[src/design/tfn_pkg.sv]
package tfn_pkg;

   // normalised cross-product component, leading one at bit 30
   localparam int MANT_W = 31;
   localparam int SQ_W   = 64;
   localparam int ROOT_W = 32;
   localparam int NORM_W = 16;
   localparam int PROD_W = MANT_W + ROOT_W;
   localparam int RND_SHIFT = 47;
   localparam logic [NORM_W:0] NORM_ONE = 17'd16384;

   // square root: 32 iterations, two per stage
   localparam int SQRT_STAGES = 16;
   localparam int SQRT_PER    = 2;
   // reciprocal: 32 quotient bits, two per stage
   localparam int RECIP_STAGES = 16;
   localparam int RECIP_PER    = 2;
   // 2^61 / 2^32: partial remainder before the first quotient bit
   localparam logic [ROOT_W-1:0] RECIP_START = 32'h2000_0000;

   typedef logic [MANT_W-1:0] mant_type;

   typedef struct packed {
      mant_type [2:0] m;
      logic [2:0]     neg;
      logic           degen;
   } side_type;

   typedef struct packed {
      logic [SQ_W-1:0] rem;
      logic [SQ_W-1:0] root;
   } sqrt_type;

   typedef struct packed {
      logic [ROOT_W-1:0] rem;
      logic [ROOT_W-1:0] quo;
   } div_type;

   // one restoring square-root iteration
   function automatic sqrt_type sqrt_step(input sqrt_type cur, input logic [SQ_W-1:0] bitv);
      sqrt_type        nxt;
      logic [SQ_W-1:0] trial;
      trial = cur.root + bitv;
      if (cur.rem >= trial) begin
         nxt.rem  = cur.rem - trial;
         nxt.root = (cur.root >> 1) + bitv;
      end else begin
         nxt.rem  = cur.rem;
         nxt.root = cur.root >> 1;
      end
      return nxt;
   endfunction

   // one restoring division step, numerator bits below the start are zero
   function automatic div_type div_step(input div_type cur, input logic [ROOT_W-1:0] den);
      div_type         nxt;
      logic [ROOT_W:0] trial;
      logic [ROOT_W:0] diff;
      trial = {cur.rem, 1'b0};
      diff  = trial - {1'b0, den};
      if (trial >= {1'b0, den}) begin
         nxt.rem = diff[ROOT_W-1:0];
         nxt.quo = {cur.quo[ROOT_W-2:0], 1'b1};
      end else begin
         nxt.rem = trial[ROOT_W-1:0];
         nxt.quo = {cur.quo[ROOT_W-2:0], 1'b0};
      end
      return nxt;
   endfunction

endpackage

[src/design/tfn_recip.sv]
module tfn_recip
   import tfn_pkg::*;
(
   input  logic              clock,
   input  logic              reset,
   input  logic              in_valid,
   output logic              in_ready,
   input  logic [ROOT_W-1:0] in_root,
   input  side_type          in_side,
   output logic              out_valid,
   input  logic              out_ready,
   output logic [ROOT_W-1:0] out_recip,
   output side_type          out_side
);

   localparam int STG = RECIP_STAGES;

   logic [STG-1:0]    v_ff, v_in, en;
   div_type           acc_ff [STG];
   logic [ROOT_W-1:0] den_ff [STG];
   side_type          side_ff [STG];

   always_comb begin
      en[STG-1] = !v_ff[STG-1] || out_ready;
      for (int i = STG - 2; i >= 0; i--) en[i] = !v_ff[i] || en[i+1];
      v_in[0] = in_valid;
      for (int i = 1; i < STG; i++) v_in[i] = v_ff[i-1];
   end

   always_ff @(posedge clock) begin
      if (reset) begin
         v_ff <= '0;
      end else begin
         for (int i = 0; i < STG; i++) if (en[i]) v_ff[i] <= v_in[i];
      end
   end

   // two quotient bits per stage of 2^61 / root
   for (genvar g = 0; g < STG; g++) begin : g_stage
      div_type           src;
      div_type           acc_in;
      logic [ROOT_W-1:0] den_src;
      side_type          side_src;
      if (g == 0) begin : g_first
         assign src.rem  = RECIP_START;
         assign src.quo  = '0;
         assign den_src  = in_root;
         assign side_src = in_side;
      end else begin : g_next
         assign src      = acc_ff[g-1];
         assign den_src  = den_ff[g-1];
         assign side_src = side_ff[g-1];
      end
      always_comb begin
         acc_in = src;
         for (int j = 0; j < RECIP_PER; j++) acc_in = div_step(acc_in, den_src);
      end
      always_ff @(posedge clock) begin
         if (en[g]) begin
            acc_ff[g]  <= acc_in;
            den_ff[g]  <= den_src;
            side_ff[g] <= side_src;
         end
      end
   end

   assign in_ready  = en[0];
   assign out_valid = v_ff[STG-1];
   assign out_recip = acc_ff[STG-1].quo;
   assign out_side  = side_ff[STG-1];

endmodule

[config.mk]
export PLATFORM = sky130hd
export DESIGN_NAME = tfn_recip
export DESIGN_NICKNAME = d
export VERILOG_FILES = /design/src/design/tfn_pkg.sv /design/src/design/tfn_recip.sv
export SDC_FILE = /design/constraint.sdc
export NUM_CORES = 2
export LEC_CHECK = 0
export BUFFER_PORTS_ARGS = -buffer_cell sky130_fd_sc_hd__buf_4
export CAP_MARGIN = 20
export CORE_UTILIZATION = 40
export CTS_BUF_LIST = sky130_fd_sc_hd__clkbuf_2 sky130_fd_sc_hd__clkbuf_4 sky130_fd_sc_hd__clkbuf_8
export DETAILED_ROUTE_END_ITERATION = 8
export HOLD_SLACK_MARGIN = 0.06
export PLACE_DENSITY = 0.53
export SYNTH_ARGS = -nofsm -noshare
export SYNTH_HDL_FRONTEND = slang
export SYNTH_SLANG_ARGS = --single-unit
[constraint.sdc]
create_clock -name clock -period 16.9 [get_ports clock]
set_input_delay 2.535 -clock clock [delete_from_list [all_inputs] [get_ports clock]]
set_output_delay 2.535 -clock clock [all_outputs]
set_load 0.005 [all_outputs]
* Word-level counts from Yosys, hierarchy flattened *
Memory sizes are Yosys's and may differ from the RTL's.
Cells that the tools add are included.

operators by class
  add/subtract/negate cells = 32
  order comparisons = 32
  mux-type cells = 64
  reductions and logical operators = 32

operators by type and width
  operator                                                            count
  2-to-1 mux 64 bit                                                   32
  greater-or-equal comparator 33 x 32 -> 1 bit                        31
  subtractor 32 bit                                                   31
  greater-or-equal comparator 31 x 32 -> 1 bit, first input constant  1
  2-to-1 mux 1 bit                                                    32
  subtractor 31 x 32 -> 32 bit, first input constant                  1
  logical NOT 1 bit                                                   16
  logical OR 1 bit                                                    16

storage, ports and cells
  flip-flop bits (word level) = 16
  bits in writable memories = 3,088
  input bits = 133
  output and inout bits = 131
  word-level logic and storage cells = 179
  memories kept = 3

memories
  memory   depth  width  rd ports  clocked after memory_dff  wr ports  RTL line         text
  side_ff  16     97     16        0                         16        tfn_recip.sv:21  side_type side_ff [STG];
  acc_ff   16     64     16        0                         16        tfn_recip.sv:19  div_type acc_ff [STG];
  den_ff   16     32     15        0                         16        tfn_recip.sv:20  logic [ROOT_W-1:0] den_ff [STG];

* Depth between registers and ports, before layout *
  depth in word-level cells = 19
  depth in mapped cells = 29
  depth with buffers taken out = 26

* Worst setup path after synthesis *
OpenSTA, ideal clock, no wires.

  path type = input-to-output
  start point = in out_ready
  end point = out in_ready
  data arrival time = 13,652 ps
  required time = 14,365 ps
  setup slack = 713 ps
  stages = 10
  buffers on the path = 1
  path through = nor2b_1 > inv_1 > nor2_1 > and2_1 > and3_1 > and3_1 > and3_1 > clkbuf_1 > nand4_1 > or2_2

on the way
  cells in the longest elaborated chain, start to end = 16

ends and longest elaborated chain
  item                             RTL line         text
  from (decl)                      tfn_recip.sv:11  input logic out_ready,
  logical OR 1 bit                 tfn_recip.sv:24  en[STG-1] = !v_ff[STG-1] || out_ready;
  named net en[15]                 tfn_recip.sv:18  logic [STG-1:0] v_ff, v_in, en;
  logical OR 1 bit (14 in series)  tfn_recip.sv:25  for (int i = STG - 2; i >= 0; i--) en[i] = !v_ff[i] || en[i+1];
  named net en[1]                  tfn_recip.sv:18
  logical OR 1 bit                 tfn_recip.sv:25
  to (decl)                        tfn_recip.sv:7   output logic in_ready,

The timed path passes the listed nets, and every way through them passes these cells.

* Worst setup path after layout *
Ends and elaborated chain as after synthesis.

==> out/metrics.cfg <==
[floorplanning]
die_w_um=604
num_rows=220
start_util=0.403
die-area_um2=365000
ioPinCount=264
core_area_um2=360000
die_y_um=604

[clocking]
cts_tree=built
cts_buffers=472
holdBufCountCts=0
clockBufferDepth=4
path_clk_slew_ps=60
clockRootBuffer=clkbuf_8
worstSkewPairLatency_ps=1110
cts_max_level=5
clock-sinks=2800
cts_resized=0
post-cts-setup-buffer-count=0

[finish]
instances_no_fill=17300
nets=13200
fin_util=0.451
areaGrowthSynthToFinish_pct=12.0
drive_gt1_frac=0.148

[sta]
fin_crit_ps=9020
setup_tns_ps=0
max_freq_mhz=111
tightestPinTransition_ps=1100
min_period_over_period=0.534
slew_headroom=0.267
hold-worst-slack_ps=362
setup_violations=0
rsz0062_at_grt=no
finalHoldViolations=0
finalMaxSlewViolations=0
finalClockSkew_ps=98.4

[worst_setup_path]
rrSetupSlack_ps=8200
crit_fanout=25
endpoint_kind=primary output
cp.required_ps=14370
crit_path_start_kind=input port
path_class=input port to primary output
cp_data_arrival_time_ps=6490

[yosys]
synth_cell_types=107
ys.flop_type=edfxtp_1
async_reset_ff_frac=0
synth-seq-cells=2800
yosysSeqAreaShare=0.578
synth.largest_area_cell=edfxtp_1
synth_edf_count=2784
synthesis.area_um2=145000
synthTopCellsByArea=edfxtp_1 (58%), ha_1 (8.4%), mux2_2 (4.3%)
synth_cells=11500
yosys_warnings=0
syn-num-nets=12600
synth_top_area_share=0.576
syn_area_per_cell_um2=12.6

[drt]
drt_pass1_iterations=6
vias_per_cell=5.40
drtIter0Drc=7006
routed_wl_um=387000
ant_nets=0
wire_per_inst_um=22.4
vias=93200
drc=0

[global_route]
grt_max_degree=117
grt_pass1_wl_um=577000
track_usage=0.207
grt_overflow=0
grt_antenna_before_repair=27
grt_pass1_vias=93700

[placement]
port_buffers=263
dp.cells=16400
gp_congestion=0.931
dp_hpwl_um=294000

[hold_path]
hold_class=register to register

[run]
drv_cap=0

[outcome]
outcome=complete, no violations

## cells by family (layout without fill, tap and decap cells)
| kind of cell | after synthesis | after routing | share of synthesized area |
|---|---|---|---|
| mux | 652 | 652 | 0.0518 |
| simple gates | 2404 | 2404 | 0.0808 |
| xor+xnor | 834 | 834 | 0.0503 |
| other cells | 0 | 9 | 0 |
| flops | 2800 | 2800 | 0.578 |
| compound gates | 2796 | 2796 | 0.123 |
| buf+inv | 1040 | 2006 | 0.0291 |
| fa+ha+maj | 993 | 993 | 0.0864 |
## per-stage QoR
stage	instance area (µm²)	setup WS, ps
final	162000	7880
after detailed placement	153000	7870
after floorplan	145000	713
after global placement	153000	7960
after global routing	162000	7690
after CTS	162000	7850
## cell usage in the layout (no fill, tap or decap), drive strengths merged, types with 92 or more instances in the layout
master,n
nand3,224
clkbuf,623
buf,341
nand4,138
a21o,439
inv,829
nor2,674
nand2b,112
a21oi,927
nor3,173
mux2,621
nor2b,109
clkinv,179
a31oi,92
o21bai,146
xor2,253
edfxtp,2784
xnor2,581
o21a,125
o21ai,503
ha,978
nand2,559
## sequential cells by signal, summed over array words and instances, names as in the netlist
| name | flops |
|---|---|
| side_ff | 1552 |
| den_ff | 480 |
| acc_ff | 752 |
| v_ff | 16 |
## path summary, 6_finish.rpt
path | startpoint | end | depth (start not counted)
worst max-delay path | out_ready | in_ready | 11
worst min-delay path | side_ff[1][639]$_DFFE_PP_ | side_ff[1][736]$_DFFE_PP_ | 0
worst max register to register | den_ff[0][97]$_DFFE_PP_ | acc_ff[0][289]$_DFFE_PP_ | 26
worst min register to register | side_ff[1][639]$_DFFE_PP_ | side_ff[1][736]$_DFFE_PP_ | 0
## worst max-delay path, stage by stage
cell	delay, ps
buf_4	110
nor2b_1	500
inv_6	230
nor2_1	440
and2_1	430
and3_1	450
and3_1	460
and3_1	530
nand4_1	200
or2_4	350
buf_4	210
## layer usage
metal  wire length [µm]  global-route usage  vias up
met5                 58                   0        -
met4              12200              0.0644        8
met3              17900              0.0285      563
met2             182000               0.346     2375
met1             175000               0.278    45600
li1                   -                   -    44600
## cells in the mapped netlist, drive strengths merged, types with 138 or more instances
library cell,instances
edfxtp,2784
ha,978
a21oi,927
inv,811
nor2,674
mux2,621
xnor2,581
nand2,559
o21ai,503
a21o,439
xor2,253
nand3,224
nor3,173
o21bai,146
nand4,138
## area by class of cell
type	count	area, µm²
Inverter	812	3100
Antenna cell	9	22.5
Fill cell	32600	198000
Tap cell	4773	5970
Timing Repair Buffer	342	2660
Clock buffer	623	7670
Multi-Input combinational cell	7679	57100
Clock inverter	229	1990
Sequential cell	2800	83900
Power is not shown: default switching activity piles up to over one toggle a cycle in this logic, so the estimate is an artifact.
