### src/design/tfn_pkg.sv
package tfn_pkg;

   // normalised cross-product component, leading one at bit 30
   localparam int MANT_W = 31;
   localparam int SQ_W   = 64;
   localparam int ROOT_W = 32;
   localparam int NORM_W = 16;
   localparam int PROD_W = MANT_W + ROOT_W;
   localparam int RND_SHIFT = 47;
   localparam logic [NORM_W:0] NORM_ONE = 17'd16384;

   // square root: 32 iterations, two per stage
   localparam int SQRT_STAGES = 16;
   localparam int SQRT_PER    = 2;
   // reciprocal: 32 quotient bits, two per stage
   localparam int RECIP_STAGES = 16;
   localparam int RECIP_PER    = 2;
   // 2^61 / 2^32: partial remainder before the first quotient bit
   localparam logic [ROOT_W-1:0] RECIP_START = 32'h2000_0000;

   typedef logic [MANT_W-1:0] mant_type;

   typedef struct packed {
      mant_type [2:0] m;
      logic [2:0]     neg;
      logic           degen;
   } side_type;

   typedef struct packed {
      logic [SQ_W-1:0] rem;
      logic [SQ_W-1:0] root;
   } sqrt_type;

   typedef struct packed {
      logic [ROOT_W-1:0] rem;
      logic [ROOT_W-1:0] quo;
   } div_type;

   // one restoring square-root iteration
   function automatic sqrt_type sqrt_step(input sqrt_type cur, input logic [SQ_W-1:0] bitv);
      sqrt_type        nxt;
      logic [SQ_W-1:0] trial;
      trial = cur.root + bitv;
      if (cur.rem >= trial) begin
         nxt.rem  = cur.rem - trial;
         nxt.root = (cur.root >> 1) + bitv;
      end else begin
         nxt.rem  = cur.rem;
         nxt.root = cur.root >> 1;
      end
      return nxt;
   endfunction

   // one restoring division step, numerator bits below the start are zero
   function automatic div_type div_step(input div_type cur, input logic [ROOT_W-1:0] den);
      div_type         nxt;
      logic [ROOT_W:0] trial;
      logic [ROOT_W:0] diff;
      trial = {cur.rem, 1'b0};
      diff  = trial - {1'b0, den};
      if (trial >= {1'b0, den}) begin
         nxt.rem = diff[ROOT_W-1:0];
         nxt.quo = {cur.quo[ROOT_W-2:0], 1'b1};
      end else begin
         nxt.rem = trial[ROOT_W-1:0];
         nxt.quo = {cur.quo[ROOT_W-2:0], 1'b0};
      end
      return nxt;
   endfunction

endpackage

### src/design/tfn_isqrt.sv
module tfn_isqrt
   import tfn_pkg::*;
(
   input  logic              clock,
   input  logic              reset,
   input  logic              in_valid,
   output logic              in_ready,
   input  logic [SQ_W-1:0]   in_sq,
   input  side_type          in_side,
   output logic              out_valid,
   input  logic              out_ready,
   output logic [ROOT_W-1:0] out_root,
   output side_type          out_side
);

   localparam int STG = SQRT_STAGES;

   logic [STG-1:0] v_ff, v_in, en;
   sqrt_type       acc_ff [STG];
   side_type       side_ff [STG];

   always_comb begin
      en[STG-1] = !v_ff[STG-1] || out_ready;
      for (int i = STG - 2; i >= 0; i--) en[i] = !v_ff[i] || en[i+1];
      v_in[0] = in_valid;
      for (int i = 1; i < STG; i++) v_in[i] = v_ff[i-1];
   end

   always_ff @(posedge clock) begin
      if (reset) begin
         v_ff <= '0;
      end else begin
         for (int i = 0; i < STG; i++) if (en[i]) v_ff[i] <= v_in[i];
      end
   end

   // two root bits per stage, trial bit walking down from bit 62
   for (genvar g = 0; g < STG; g++) begin : g_stage
      sqrt_type src;
      sqrt_type acc_in;
      side_type side_src;
      if (g == 0) begin : g_first
         assign src.rem  = in_sq;
         assign src.root = '0;
         assign side_src = in_side;
      end else begin : g_next
         assign src      = acc_ff[g-1];
         assign side_src = side_ff[g-1];
      end
      always_comb begin
         acc_in = src;
         for (int j = 0; j < SQRT_PER; j++)
            acc_in = sqrt_step(acc_in,
                               SQ_W'(1) << (SQ_W - 2 - 2 * (g * SQRT_PER + j)));
      end
      always_ff @(posedge clock) begin
         if (en[g]) begin
            acc_ff[g]  <= acc_in;
            side_ff[g] <= side_src;
         end
      end
   end

   assign in_ready  = en[0];
   assign out_valid = v_ff[STG-1];
   assign out_root  = acc_ff[STG-1].root[ROOT_W-1:0];
   assign out_side  = side_ff[STG-1];

endmodule

### config.mk
export PLATFORM = sky130hd
export DESIGN_NAME = tfn_isqrt
export DESIGN_NICKNAME = d
export VERILOG_FILES = /design/src/design/tfn_pkg.sv /design/src/design/tfn_isqrt.sv
export SDC_FILE = /design/constraint.sdc
export NUM_CORES = 2
export LEC_CHECK = 0
export BUFFER_PORTS_ARGS = -buffer_cell sky130_fd_sc_hd__buf_2
export CORE_MARGIN = 2
export CORE_UTILIZATION = 55
export CTS_BUF_LIST = sky130_fd_sc_hd__clkbuf_4 sky130_fd_sc_hd__clkbuf_8
export DETAILED_ROUTE_END_ITERATION = 8
export GPL_TIMING_DRIVEN = 0
export PLACE_DENSITY = 0.78
export SLEW_MARGIN = 20
export SYNTH_ARGS = -nofsm -noshare
export SYNTH_HDL_FRONTEND = slang
export SYNTH_SLANG_ARGS = --single-unit
### constraint.sdc
create_clock -name clock -period 28.5 [get_ports clock]
set_input_delay 2.85 -clock clock [delete_from_list [all_inputs] [get_ports clock]]
set_output_delay 2.85 -clock clock [all_outputs]
set_load 0.01 [all_outputs]
# --- Word-level counts from Yosys, hierarchy flattened ---
# Memories as Yosys holds them, arrays and structs flattened.
# Cells that the tools add are included.
word_totals:
  ram_bits: 3600
  regBits: 16
  inputBits: 165
  output_inout_bits: 131
  elab_cells: 240
  memories: 2
op_classes:
  n_lt_le_gt_ge: 32
  addsub: 94
  mux: 64
  n_reduce_logical: 32
memory_table:
  columns: ["memory", "depth", "word_bits", "read_ports", "rd_clocked_by_memory_dff", "write_ports", "line", "rtl"]
  rows:
  - ["acc_ff", 16, 128, 16, 0, 16, "tfn_isqrt.sv:19", "sqrt_type acc_ff [STG];"]
  - ["side_ff", 16, 97, 16, 0, 16, "tfn_isqrt.sv:20", "side_type side_ff [STG];"]
ops:
  columns: ["cell", "count"]
  rows:
  - ["$mux 128", 32]
  - ["$ge 64x64->1", 31]
  - ["$sub 64x64->64", 31]
  - ["$add 63x1->64 const B", 1]
  - ["$add 63x11->64 const B", 1]
  - ["$add 63x13->64 const B", 1]
  - ["$add 63x15->64 const B", 1]
  - ["$add 63x17->64 const B", 1]
  - ["$add 63x19->64 const B", 1]
  - ["$add 63x21->64 const B", 1]
  - ["$add 63x23->64 const B", 1]
  - ["$add 63x25->64 const B", 1]
  - ["$add 63x27->64 const B", 1]
  - ["$add 63x29->64 const B", 1]
  - ["$add 63x3->64 const B", 1]
  - ["$add 63x31->64 const B", 1]
  - ["$add 63x33->64 const B", 1]
  - ["$add 63x35->64 const B", 1]
  - ["$add 63x37->64 const B", 1]
  - ["$add 63x39->64 const B", 1]
  - ["$add 63x41->64 const B", 1]
  - ["$add 63x43->64 const B", 1]
  - ["$add 63x45->64 const B", 1]
  - ["$add 63x47->64 const B", 1]
  - ["other kinds (46)", 107]

# --- Depth between registers and ports, before layout ---
depth:
  ltp_word: 19
  depth_mapped: 33

# --- Worst setup path before layout ---
# OpenSTA, ideal clock, no wires.
synth_timing:
  kind: "input to output"
  start: "input port out_ready"
  end: "output port in_ready"
  path_slack_ns: -1.147
  stages: 10
  required_time_ns: 25.650
  path_buffers: 0
  arrival_ns: 26.797
  cell_sequence: "nor2b_1 > inv_1 > nor2_1 > nand3_1 > nor2_1 > nand3_1 > nor2_1 > nand3_1 > nor2_1 > nand3_1"
synth_between:
  elab_chain_len: 16
synth_lines:
  columns: ["element", "line", "rtl"]
  rows:
  - ["from (decl)", "tfn_isqrt.sv:11", "input logic out_ready,"]
  - ["$logic_or 1x1->1", "tfn_isqrt.sv:23", "en[STG-1] = !v_ff[STG-1] || out_ready;"]
  - ["net en[15]", "tfn_isqrt.sv:18", "logic [STG-1:0] v_ff, v_in, en;"]
  - ["$logic_or 1x1->1 (6 in series)", "tfn_isqrt.sv:24", "for (int i = STG - 2; i >= 0; i--) en[i] = !v_ff[i] || en[i+1];"]
  - ["net en[9]", "tfn_isqrt.sv:18", null]
  - ["$logic_or 1x1->1 (3 in series)", "tfn_isqrt.sv:24", null]
  - ["net en[6]", "tfn_isqrt.sv:18", null]
  - ["$logic_or 1x1->1 (3 in series)", "tfn_isqrt.sv:24", null]
  - ["net en[3]", "tfn_isqrt.sv:18", null]
  - ["$logic_or 1x1->1 (3 in series)", "tfn_isqrt.sv:24", null]
  - ["to (decl)", "tfn_isqrt.sv:7", "output logic in_ready,"]
# The timed path passes the listed nets, and every way through them passes these cells.

# --- Final worst setup path ---
# Ends and elaborated chain as after synthesis.

==> reports/qor_table.md <==
| Stage | Quantity | Reported |
|:---|:---|:---|
| run status | Result of the run | completed |
| sta | Setup-failing EPs final | 0 |
| sta | Min Clock Period, post-route | 12.21 ns |
| clock tree | Clock root buffer master | sky130_fd_sc_hd__clkbuf_8 |
| floorplan | Placement row count | 178 |
| finish | Total Nets Final | 11.6k |
| clock tree | Worst-Skew Late Latency | 1.15 ns |
| finish | End-of-flow core utilization | 61.8% |
| synthesis | Post-Synthesis Cell Area | 130000 um2 |
| sta | Max-slew headroom at the worst pin | 20.0% |
| routing | Amount of wire on met3 after detailed routing | 19900 um |
| worst setup path | Endpoint kind of the worst setup timing path | primary output |
| placement | Number of buffers added on ports | 294 |
| floorplan | Top-level port count | 296 |
| min path | Worst Hold Class | reg -> reg |
| sta | Total count of hold-check failures in the final report | 0 |
| placement | Detailed placement HPWL | 265000 um |
| routing | Post-DRT Antenna Nets | 0 |
| pwr | Total leakage power | 57.6 nW |
| synthesis | Most frequently used flop master after synthesis | sky130_fd_sc_hd__edfxtp_1 |
| floorplan | Initial Utilization | 55.4% |
| floorplan | Overall die area | 241000 um2 |
| clock tree | TritonCTS clock tree | done |
| finish | Layout cell share with drive strength beyond 1 | 11.3% |
| routing | WL met2 | 168000 um |
| global route | Global route overflow | 0 |
| flow run | Max Cap Violations | 0 |
| clock tree | Clock edge transition at the registers on the reported setup and hold paths | 0.07 ns |
| synthesis | Number of different library cells in the post-synthesis netlist | 102 |
| global route | Overall Global Routing Usage | 28.4% |
| worst setup path | Max Fanout on Critical Path | 39 |
| routing | Vias after detailed routing | 84.6k |
| synthesis | FF+latch count, synth | 2800 |
| synthesis | Synthesized netlist cell count | 10.1k |
| sta | Final hold slack | 0.322 ns |
| synthesis | Sequential area share after synthesis | 64.3% |
| worst setup path | CP Data Required Time | 25.65 ns |
| synthesis | Warnings, synthesis | 0 |
| sta | Worst slew pin tran | 1.17 ns |
| worst setup path | CP arrival | 9.36 ns |
| floorplan | Die width | 491 um |
| finish | Area overhead of the layout relative to synthesis | 11.6% |
| floorplan | Die height | 491 um |
| clock tree | H-tree Lvls | 5 |
| synthesis | Post-synth ARST share | 0% |
| sta | Least setup slack across all paths after layout | 16.29 ns |
| clock tree | Hold bufs inserted after CTS | 0 |
| routing | Vias per cell | 5.89 |
| clock tree | Buffer levels on the longest clock path | 4 |
| floorplan | Area of the core region | 236000 um2 |
| routing | Top layer in use | met5 |
| sta | Post-route clock skew | 0.179 ns |
| synthesis | Avg Inst Size Synth | 12.9 um2 |
| placement | Pre-CTS setup slack | 16.42 ns |
| sta | Final Cycle Share | 42.8% |
| global route | Number of global-route vias before repair | 83.1k |
| placement | Routability congestion estimate | 0.933 |
| worst setup path | Kind of start point of the critical path | input pin |
| synthesis | Syn Nets | 10.8k |
| clock tree | Resized cells post-CTS | 0 |
| clock tree | Total CTS buffers | 433 |
| global route | First-pass GRT wire length | 521000 um |
| routing | Number of optimization iterations in the first detailed-route pass | 6 |
| routing | Routed length per instance | 24.4 um |
| sta | Setup repair after global routing missed its margin | false |
| global route | Antenna violations before repair | 10 |
| worst setup path | CP Class | in -> out |
| sta | Sum of negative setup slack | 0 ns |
| global route | Largest net degree at the start of global routing | 117 |
| routing | Met1 wire length | 151000 um |
| routing | Total Routed Length | 350000 um |
| clock tree | Number of buffers inserted to repair setup after CTS | 0 |
| clock tree | Clock Sink Count | 2800 |
| pwr | Power density over the cells | 87.7 nW/um2 |
| worst setup path | Register-to-register path setup slack | 18.48 ns |
| synthesis | Number of enable-type register cells in the synthesized netlist | 2784 |
| sta | Highest clock rate | 81.9 MHz |
| routing | DRC Markers | 0 |
| routing | Detailed Route Iter0 Violations | 7434 |
| pwr | Worst IR Drop VDD | 0.0653 mV |
| sta | Final Max Slew Viols | 0 |
==> per-stage QoR <==
| step | area, um2 | total power, mW | instances |
|---|---|---|---|
| 3_3_place_gp | 136000 | 9.45 | 13500 |
| 3_5_place_dp | 137000 | 9.51 | 13600 |
| 4_1_cts | 146000 | 12.8 | 14300 |
| 6_report | 146000 | 12.8 | 14300 |
| 5_1_grt | 146000 | 13.4 | 14300 |
| 2_1_floorplan | 130000 | 8.31 | 10100 |
==> worst max-delay path: stages <==
cell and delay (ns):
sky130_fd_sc_hd__buf_2 0.09, sky130_fd_sc_hd__nor2b_1 0.55, sky130_fd_sc_hd__inv_8 0.26, sky130_fd_sc_hd__nor2_1 0.77, sky130_fd_sc_hd__nand3_4 0.37, sky130_fd_sc_hd__nor2_1 0.74, sky130_fd_sc_hd__nand3_4 0.32, sky130_fd_sc_hd__nor2_1 0.79
sky130_fd_sc_hd__nand3_4 0.60, sky130_fd_sc_hd__nor2_1 0.87, sky130_fd_sc_hd__nand3_4 0.54, sky130_fd_sc_hd__buf_12 0.35, sky130_fd_sc_hd__buf_2 0.18
==> sequential cells by signal, indices dropped and copies added (netlist names) <==
name and flops:
v_ff 16, side_ff 1552, acc_ff 1232
==> routing by layer <==
layer  vias up  global-route usage [%]
li1      39700                       -
met1     41200                    39.5
met2      3090                    47.1
met3       573                    3.44
met4         2                    8.55
met5         -                       0
==> layout by cell type (no fill, tap or decap), types with 179 or more instances in the layout <==
cell type and instances:
sky130_fd_sc_hd__clkbuf_1 190, sky130_fd_sc_hd__o21ai_0 440, sky130_fd_sc_hd__edfxtp_1 2784, sky130_fd_sc_hd__inv_1 495, sky130_fd_sc_hd__nand4_1 179, sky130_fd_sc_hd__a21oi_1 682
sky130_fd_sc_hd__xor2_1 336, sky130_fd_sc_hd__nand2_1 686, sky130_fd_sc_hd__nor2_1 706, sky130_fd_sc_hd__buf_2 310, sky130_fd_sc_hd__nor4_1 231, sky130_fd_sc_hd__a21o_1 292
sky130_fd_sc_hd__ha_1 573, sky130_fd_sc_hd__clkbuf_8 437, sky130_fd_sc_hd__nand3_1 187, sky130_fd_sc_hd__xnor2_1 505, sky130_fd_sc_hd__nor3_1 228
==> cells in the mapped netlist (19+ instances only) <==
cell / number / area (um2)
sky130_fd_sc_hd__xnor2_1: 505 / 4420
sky130_fd_sc_hd__a21o_1: 292 / 2190
sky130_fd_sc_hd__mux2_2: 99 / 1110
sky130_fd_sc_hd__clkbuf_1: 190 / 713
sky130_fd_sc_hd__a21oi_1: 682 / 3410
sky130_fd_sc_hd__nor3b_1: 34 / 255
sky130_fd_sc_hd__nand2_1: 692 / 2600
sky130_fd_sc_hd__ha_1: 573 / 7170
sky130_fd_sc_hd__buf_4: 33 / 248
sky130_fd_sc_hd__or4_1: 60 / 450
sky130_fd_sc_hd__and2_1: 65 / 407
sky130_fd_sc_hd__a31oi_1: 62 / 388
sky130_fd_sc_hd__mux2i_1: 24 / 240
sky130_fd_sc_hd__nor2_1: 706 / 2650
sky130_fd_sc_hd__o21bai_1: 73 / 548
sky130_fd_sc_hd__and4_1: 24 / 210
sky130_fd_sc_hd__nor4b_1: 19 / 166
sky130_fd_sc_hd__nand3b_1: 33 / 248
sky130_fd_sc_hd__nor3_1: 229 / 1150
sky130_fd_sc_hd__edfxtp_1: 2784 / 83600
sky130_fd_sc_hd__nor4_1: 232 / 1450
sky130_fd_sc_hd__xor2_1: 336 / 2940
sky130_fd_sc_hd__buf_1: 26 / 97.6
sky130_fd_sc_hd__inv_1: 501 / 1880
sky130_fd_sc_hd__or2_2: 44 / 275
sky130_fd_sc_hd__a211oi_1: 51 / 383
sky130_fd_sc_hd__nor2b_1: 78 / 488
sky130_fd_sc_hd__nand4b_1: 23 / 201
sky130_fd_sc_hd__o21a_1: 87 / 653
sky130_fd_sc_hd__o211ai_1: 43 / 323
sky130_fd_sc_hd__nand4_1: 179 / 1120
sky130_fd_sc_hd__or3_1: 92 / 576
sky130_fd_sc_hd__and3_1: 79 / 494
sky130_fd_sc_hd__a21boi_0: 22 / 165
sky130_fd_sc_hd__nand2b_1: 89 / 557
sky130_fd_sc_hd__o31ai_1: 52 / 390
sky130_fd_sc_hd__o21ai_0: 440 / 2200
sky130_fd_sc_hd__nand3_1: 191 / 956
sky130_fd_sc_hd__a2111oi_0: 23 / 201
==> report_power, final <==
group,total (mW),switching (mW),internal (mW),leakage [nW]
Sequential,5.67,0.456,5.21,29.0
Combinational,3.85,2.38,1.47,24.2
Clock,3.25,1.52,1.73,4.38
Total,12.8,4.36,8.41,57.6
==> cell type report <==
class,instances,area [um2]
buffer,268,1170
clock inverter,216,1470
timing repair buffer,340,2640
sequential,2800,83900
inverter,512,1970
multi-input combinational,6500,43600
fill,17600,90000
tap,3150,3940
clock buffer,553,6890
antenna,6,15.0
==> logic make-up after synthesis <==
group,Yosys count,synth area share [%]
simple gates,2919,11.3
flops,2800,64.3
compound gates,2044,9.83
xor+xnor,841,5.64
buf+inv,780,2.37
fa+ha+maj,573,5.49
mux,123,1.04
==> worst paths after layout <==
| path | start | to | cells after the start |
|---|---|---|---|
| worst min register to register | side_ff[1][182]$_DFFE_PP_ | side_ff[1][279]$_DFFE_PP_ | 0 |
| worst max register to register | acc_ff[1][670]$_DFFE_PP_ | acc_ff[1][842]$_DFFE_PP_ | 24 |
| worst max-delay path | out_ready | in_ready | 13 |
| worst min-delay path | side_ff[1][182]$_DFFE_PP_ | side_ff[1][279]$_DFFE_PP_ | 0 |
Note: power is estimated with default switching activity, not from simulation.
